$ cat src/rtl/smpq_pkg.sv
// Types and codes shared by the priority queue files.
`timescale 1ns / 1ps

package smpq_pkg;

    localparam int VALUE_W  = 32;
    localparam int PRIO_W   = 32;
    localparam int FILL_W   = 5;
    localparam int STATUS_W = 2;

    localparam logic ACT_INSERT = 1'b0;
    localparam logic ACT_REMOVE = 1'b1;

    typedef enum logic [STATUS_W-1:0] {
        ST_INSERTED  = 2'd0,
        ST_REMOVED   = 2'd1,
        ST_UNDERFLOW = 2'd2,
        ST_OVERFLOW  = 2'd3
    } t_status;

    // One stored entry: priority in the upper half, value below.
    typedef struct packed {
        logic signed [PRIO_W-1:0]  prio;
        logic signed [VALUE_W-1:0] value;
    } t_entry;

    localparam int ENTRY_W = $bits(t_entry);

endpackage

$ cat src/rtl/stable_min_priority_queue.sv
// Overflow, underflow and insert into an empty queue register their result with busy
// staying low. Remove passes through S_DEL; insert walks S_CMP back over the stored entries
// with a larger priority, then S_WNEW if every entry moved. Both register their result as
// busy falls. A new transfer is taken as soon as busy is low. The walk is set by
// the one compare unit and the single RAM write port. Results cannot be stalled.
// Reset (synchronous, active low) empties the queue at once; the RAM needs no clearing.
`timescale 1ns / 1ps

module stable_min_priority_queue #(
    parameter int CAPACITY = 16
) (
    input  logic                        i_clk,
    input  logic                        i_rst_n,
    input  logic                        start,
    output logic                        busy,
    input  logic                        i_action,
    input  logic signed [31:0]          i_item_value,
    input  logic signed [31:0]          i_priority_req,
    output logic                        o_valid,
    output logic [1:0]                  o_status,
    output logic signed [31:0]          o_out_value,
    output logic signed [31:0]          o_out_priority,
    output logic [4:0]                  o_fill_count
);

    // Address width of the store and width of a count that can hold CAPACITY itself.
    localparam int AW = $clog2(CAPACITY);
    localparam int CW = $clog2(CAPACITY + 1);

    // The store is a ring: logical slot 0 (the front) sits at r_head.
    // Insert walks back from the tail, moving each larger-priority entry up one slot
    // until it meets one that is less or equal, then drops the new item in behind it.
    // Ties therefore stay in arrival order. Remove just reads the head and advances it.
    typedef enum logic [1:0] {
        S_IDLE,
        S_CMP,   // compare entry at r_idx with the new item, shift or place
        S_WNEW,  // every entry moved up: new item goes to the front
        S_DEL    // head entry on the read port
    } t_state;

    t_state                 r_state, n_state;
    logic [AW-1:0]          r_head, n_head;
    logic [CW-1:0]          r_count, n_count;
    logic [AW-1:0]          r_idx, n_idx;
    smpq_pkg::t_entry       r_new, n_new;
    logic                   r_valid, n_valid;
    smpq_pkg::t_status      r_status, n_status;
    logic signed [31:0]     r_value, n_value;
    logic signed [31:0]     r_prio, n_prio;

    logic                   w_accept;
    logic                   w_we;
    logic [AW-1:0]          w_waddr;
    logic [AW-1:0]          w_raddr;
    smpq_pkg::t_entry       w_wdata;
    smpq_pkg::t_entry       w_rdata;
    logic [smpq_pkg::ENTRY_W-1:0] w_rdata_raw;
    logic                   w_greater;
    logic [CW-1:0]          w_last;
    logic [AW-1:0]          w_idx_dn;
    logic [CW+4:0]          w_fill_ext;

    // Logical slot to RAM address; both operands stay below CAPACITY.
    function automatic logic [AW-1:0] f_phys(input logic [AW-1:0] head,
                                             input logic [AW-1:0] lidx);
        logic [AW:0] sum;
        sum = {1'b0, head} + {1'b0, lidx};
        if (sum >= (AW+1)'(CAPACITY)) begin
            sum = sum - (AW+1)'(CAPACITY);
        end
        return sum[AW-1:0];
    endfunction

    smpq_ram #(
        .WIDTH (smpq_pkg::ENTRY_W),
        .DEPTH (CAPACITY)
    ) u_ram (
        .i_clk   (i_clk),
        .i_we    (w_we),
        .i_waddr (w_waddr),
        .i_wdata (w_wdata),
        .i_raddr (w_raddr),
        .o_rdata (w_rdata_raw)
    );

    assign w_rdata  = smpq_pkg::t_entry'(w_rdata_raw);
    assign busy     = (r_state != S_IDLE);
    assign w_accept = start && !busy;

    // The one shared compare: signed priority of the stored entry against the new one.
    assign w_greater = (w_rdata.prio > r_new.prio);

    assign w_last   = r_count - CW'(1);
    assign w_idx_dn = (r_idx != '0) ? (r_idx - AW'(1)) : '0;

    always_comb begin
        n_state  = r_state;
        n_head   = r_head;
        n_count  = r_count;
        n_idx    = r_idx;
        n_new    = r_new;
        n_valid  = 1'b0;
        n_status = r_status;
        n_value  = r_value;
        n_prio   = r_prio;
        w_we     = 1'b0;
        w_waddr  = r_head;
        w_wdata  = r_new;
        w_raddr  = r_head;

        case (r_state)
            S_IDLE: begin
                if (w_accept) begin
                    n_new.prio  = i_priority_req;
                    n_new.value = i_item_value;
                    n_value     = '0;
                    n_prio      = '0;
                    if (i_action == smpq_pkg::ACT_INSERT) begin
                        if (r_count >= CW'(CAPACITY)) begin
                            n_valid  = 1'b1;
                            n_status = smpq_pkg::ST_OVERFLOW;
                        end else if (r_count == '0) begin
                            w_we          = 1'b1;
                            w_waddr       = r_head;
                            w_wdata.prio  = i_priority_req;
                            w_wdata.value = i_item_value;
                            n_count       = r_count + CW'(1);
                            n_valid       = 1'b1;
                            n_status      = smpq_pkg::ST_INSERTED;
                        end else begin
                            n_idx   = w_last[AW-1:0];
                            w_raddr = f_phys(r_head, w_last[AW-1:0]);
                            n_state = S_CMP;
                        end
                    end else begin
                        if (r_count == '0) begin
                            n_valid  = 1'b1;
                            n_status = smpq_pkg::ST_UNDERFLOW;
                        end else begin
                            w_raddr = r_head;
                            n_state = S_DEL;
                        end
                    end
                end
            end
            S_CMP: begin
                w_we    = 1'b1;
                w_waddr = f_phys(r_head, r_idx + AW'(1));
                if (w_greater) begin
                    // move this entry up one slot and look at the next one down
                    w_wdata = w_rdata;
                    if (r_idx == '0) begin
                        n_state = S_WNEW;
                    end else begin
                        n_idx   = w_idx_dn;
                        w_raddr = f_phys(r_head, w_idx_dn);
                    end
                end else begin
                    w_wdata  = r_new;
                    n_count  = r_count + CW'(1);
                    n_valid  = 1'b1;
                    n_status = smpq_pkg::ST_INSERTED;
                    n_state  = S_IDLE;
                end
            end
            S_WNEW: begin
                w_we     = 1'b1;
                w_waddr  = r_head;
                w_wdata  = r_new;
                n_count  = r_count + CW'(1);
                n_valid  = 1'b1;
                n_status = smpq_pkg::ST_INSERTED;
                n_state  = S_IDLE;
            end
            S_DEL: begin
                n_value  = w_rdata.value;
                n_prio   = w_rdata.prio;
                n_head   = f_phys(r_head, AW'(1));
                n_count  = r_count - CW'(1);
                n_valid  = 1'b1;
                n_status = smpq_pkg::ST_REMOVED;
                n_state  = S_IDLE;
            end
            default: begin
                n_state = S_IDLE;
            end
        endcase
    end

    always_ff @(posedge i_clk) begin
        if (!i_rst_n) begin
            r_state <= S_IDLE;
            r_head  <= '0;
            r_count <= '0;
            r_valid <= 1'b0;
        end else begin
            r_state <= n_state;
            r_head  <= n_head;
            r_count <= n_count;
            r_valid <= n_valid;
        end
        r_idx    <= n_idx;
        r_new    <= n_new;
        r_status <= n_status;
        r_value  <= n_value;
        r_prio   <= n_prio;
    end

    // Fill count carries the low five bits of the entry count.
    assign w_fill_ext = (CW+5)'(r_count);

    assign o_valid        = r_valid;
    assign o_status       = r_status;
    assign o_out_value    = r_value;
    assign o_out_priority = r_prio;
    assign o_fill_count   = w_fill_ext[4:0];

endmodule

$ cat src/rtl/smpq_ram.sv
// Generic simple dual-port RAM, one write and one registered read port.
`timescale 1ns / 1ps

module smpq_ram #(
    parameter int WIDTH = 64,
    parameter int DEPTH = 16
) (
    input  logic                     i_clk,
    input  logic                     i_we,
    input  logic [$clog2(DEPTH)-1:0] i_waddr,
    input  logic [WIDTH-1:0]         i_wdata,
    input  logic [$clog2(DEPTH)-1:0] i_raddr,
    output logic [WIDTH-1:0]         o_rdata
);

    logic [WIDTH-1:0] r_mem [DEPTH];
    logic [WIDTH-1:0] r_rdata;

    always_ff @(posedge i_clk) begin
        if (i_we) begin
            r_mem[i_waddr] <= i_wdata;
        end
        r_rdata <= r_mem[i_raddr];
    end

    assign o_rdata = r_rdata;

endmodule

$ cat config.mk
export PLATFORM = sky130hd
export DESIGN_NAME = stable_min_priority_queue
export DESIGN_NICKNAME = d
export VERILOG_FILES = /design/src/rtl/smpq_pkg.sv /design/src/rtl/stable_min_priority_queue.sv /design/src/rtl/smpq_ram.sv
export SDC_FILE = /design/constraint.sdc
export NUM_CORES = 2
export LEC_CHECK = 0
export BUFFER_PORTS_ARGS = -buffer_cell sky130_fd_sc_hd__buf_4
export CORE_ASPECT_RATIO = 1.1
export CORE_MARGIN = 4
export CORE_UTILIZATION = 55
export DETAILED_ROUTE_END_ITERATION = 16
export PLACE_DENSITY = 0.72
export SYNTH_ARGS = -nofsm -noshare
export SYNTH_HDL_FRONTEND = slang
export SYNTH_HIERARCHICAL = 1
export SYNTH_SLANG_ARGS = --single-unit
$ cat constraint.sdc
create_clock -name i_clk -period 9.25 [get_ports i_clk]
set_input_delay 0.925 -clock i_clk [delete_from_list [all_inputs] [get_ports i_clk]]
set_output_delay 0.925 -clock i_clk [all_outputs]
set_load 0.005 [all_outputs]
==> results.md <==
- The required time reported for the critical path endpoint is 9870 ps.
- The transition time at the pin with the least slew margin is 1260 ps.
- The worst register-to-register path begins at r_new[40].
- For this block, the initial DRC count from the detailed router was 3275.
- The worst setup path is launched from a register.
- The register share of total power is 0.459.
- The number of endpoints with negative hold slack in the final report came to 0.
- The worst setup path is captured at a register.
- Leaving out fill and tap cells, the most frequent cells in the layout are 1158 x edfxtp_1, 256 x mux4_2, 233 x nand2_1, 189 x buf_4, 130 x a22oi_1.
- The detailed-route via count is 25600.
- The number of buffer and inverter instances along the worst setup path is 2.
- The areal power density over the cells is 337 nW/µm².
- The clock root buffer is clkbuf_16.
- Yosys printed 6 warnings.
- Of the post-synthesis cell area, the dominant cell type holds 0.720.
- The gate count after technology mapping is 2527.
- The leading register cell type out of synthesis is edfxtp_1.
- Setup violations remaining at the end of the flow were counted as 0.
- After clock tree synthesis, the flow added hold-fix buffers numbering 0.
- The most common cell after layout, fill and taps aside is edfxtp_1.
- The worst setup path startpoint is r_new[40].
- Once the clock tree was built, the resizer swapped 0 gates to a different size.
- Clock latency on the worst-skew pair, taken at its later pin, is 700 ps.
- Summed over all nets, the half-perimeter wirelength after detailed placement is 59300 µm.
- The weighted congestion reported at the end of routability-driven placement is 0.778.
- The initial cell density of the core is 0.557.
- The min-delay analysis places its worst path in the category in2reg.
- The kind of cell with the highest combined delay on the critical path is simple AND/OR/NAND/NOR gates.
- The area share of and/or/nand/nor cells after synthesis is 0.0408.
- The sum of negative setup slack is 0 ps.
- The maximum level of the CTS H-tree is 3.
- After detailed routing, the average wire length per cell comes to 29.7 µm.
- The signal arrival time at the worst endpoint is 6570 ps.
- The switching power is 5.77 mW.
- The final standard cell area without fillers is 54400 µm².
- Setup repair after global routing left no endpoint under its margin.
- The remaining design rule violation count is 0.
- The overflow left after global routing is 0.
- The cell area after placement is 50700 µm².
- Measured against the total synthesized area, the mux share comes to 0.122.
- The layout overhead on the synthesized area is 12.6%.
- The headroom to the max-slew limit is 0.157.
- The die width is 291 µm.
- The register-to-register path setup slack is 3300 ps.
- Dividing the synthesized area by the synthesized cell count gives 19.1 µm².
- The synthesized design spends more area on one cell type than any other, namely edfxtp_1.
- Of the synthesized area, sequential elements account for 0.751.
- The tool flagged a number of max-cap violations equal to 0.
- The initialized floorplan defines 113 standard-cell rows.
- The area occupied by registers is 36300 µm².
- The run finished with clean final reports.
- Buffers inserted during clock tree synthesis total 114.
- In the post-synthesis netlist, the biggest area contributors are edfxtp_1 72%, mux4_2 12%, dfxtp_1 3.1%, a22oi_1 2.0%, nand2_1 1.8%.
- The number of global-route vias before repair is 25800.
- In this design, the critical path's most frequently occurring cell is nor4_1.
- The via-per-instance ratio is 6.49.
- In this run the most critical hold path is launched from i_priority_req[16].
- TritonCTS built the clock tree.
- In the final layout, the multi-input gates occupy 11300 µm².
- The worst setup path category is reg2reg.
- The number of sinks handled by clock tree synthesis is 1234.
- Entering global routing, the biggest net connects 165 pins.
- Of the total synthesized cell area, the portion taken by XOR and XNOR cells is 0.00290.
- In this run the vertical extent of the chip is 319 µm.
- The number of antenna violations at the first check in global routing is 2.
- The buffer levels on the longest clock path is 3.
- In this run the static leakage power is 17.8 nW.
- Of all nets on the critical path, the largest fanout is 49.
- The total track usage is 0.250.
- The max-slew violation count came to 0.
- Once detail routing completed, the nets flagged for antenna violations numbered 0.
- The share of the core filled with cells is 0.627.
- After synthesis, the share of flip-flops with an asynchronous set or reset is 0.
- The fraction of power consumed by the clock network is 0.253.
- The achievable frequency is 168 MHz.
- The number of setup buffers added after CTS is 0.
- The critical path's slowest cell is nor4_1.
- In this run the cell area of the synthesized design comes to 48300 µm².
- The synthesized design contains 1158 enable-type register cells.
- In this run the standard cell core region covers 86800 µm².
- The combinational cell fraction of total power is 0.288.
- The number of nets at the end of the flow is 2817.
- The dominant combinational cell family by area after synthesis is multiplexers.
- In this run the count of I/O pins placed on the die edge is 141.
- The total length of routed wires is 117000 µm.
- Walking the worst path, the cells encountered are inv_1 > ha_1 > nand4_1 > nor4_1 > a21boi_0 > o31ai_1 > and3_1 > nor4_1 > o32a_1 > nor2b_4 > buf_4 > a22oi_1 > nand2_1.
- The worst path in the final design needs a cycle of 5950 ps, including I/O delays and setup.
- The register bit count reported by yosys is 1234.
- The complex-gate fraction of the synthesized area is 0.0503.
- The delay of the slowest critical-path stage is 930 ps.
- The fraction of power spent switching nets is 0.314.
- The number of detailed-routing iterations run before antenna repair is 8.
- The post-CTS clock slew at the launch and capture registers of the worst setup and hold paths is 60 ps.
- The final clock period utilization by the worst path is 0.644.
- The worst-case IR drop observed on VDD is 0.000260 V.
- The area share of fa/ha/maj cells after synthesis is 0.0142.
- The first global-routing pass estimated 171000 µm of wire.
- The ratio of cells with drive above 1 in the final layout is 0.237.
- When the netlist entered floorplanning its net count stood at 2648.
- The cell-internal power is 12.6 mW.
- Counting the fill cells in the layout gives 5919.
- The number of distinct library cells after synthesis is 58.
- The quantity of I/O buffers inserted on ports is 140.
- Across the routed clock network, the largest skew measured is 31.1 ps.
- The overall die area is 92700 µm².
layer usage:
metal  global-route usage  wire length [µm]
met2                0.406             57200
met1                0.350             44800
met3               0.0537             12000
met4               0.0734              3010
met5                    0                13
area by class of cell:
type                    count  area share
repair buffers            193      0.0275
diodes                      2   0.0000919
well taps                1150      0.0264
clock inverters            69      0.0118
clock buffers             141      0.0563
multi-input cells        1104       0.208
inverters                  49     0.00340
flip-flops and latches   1234       0.667
registers in the layout, summed over array words and instances (netlist names):
name / cells
r_new: 64
o_status: 2
r_head: 4
o_valid: 1
o_out_value: 32
r_state: 2
o_out_priority: 32
u_ram/r_mem: 1024
u_ram/o_rdata: 64
r_idx: 4
o_fill_count: 5
per-stage QoR:
step | std cells | setup WS [ps] | hold slack, ps | power [mW]
after floorplan | 2527 | 1890 | 502 | 12.0
after global placement | 3730 | 3420 | 529 | 13.5
after detailed placement | 3730 | 3330 | 538 | 13.7
after CTS | 3940 | 3320 | 387 | 18.4
after global routing | 3940 | 2900 | 403 | 19.1
final | 3942 | 3300 | 416 | 18.4
final timing paths:
check	to	cells after the start
setup / recovery	u_ram/o_rdata[24]	13
hold / removal	r_new[48]	1
setup reg to reg	u_ram/o_rdata[24]	13
hold reg to reg	o_out_value[4]	1
cell families after synthesis:
kind of cell / Yosys count
AO/OA/AOI/OAI: 346
XOR/XNOR: 16
adder cells (fa/ha/maj): 53
buffers and inverters: 189
flip-flops: 1234
multiplexers: 268
AND/OR/NAND/NOR: 421
Yosys cell counts, drive strengths merged, types with 13 or more instances:
library cell  count
nor2             41
nor3             13
nand4            17
edfxtp         1158
inv              49
nand2           233
clkbuf           62
a22oi           130
o21ai            22
ha               50
nand3            17
and2             67
buf              78
a221o            53
mux4            256
dfxtp            76
a21oi           109
power groups by stage:
stage               combinational, mW  sequential (mW)  clock [mW]
CTS                              5.26             8.41        4.70
floorplan                        3.55             8.41           0
finish                           5.29             8.42        4.64
global placement                 5.01             8.49           0
global route                     5.70             8.47        4.95
detailed placement               5.23             8.52           0
Power figures use the tool's default switching activity.
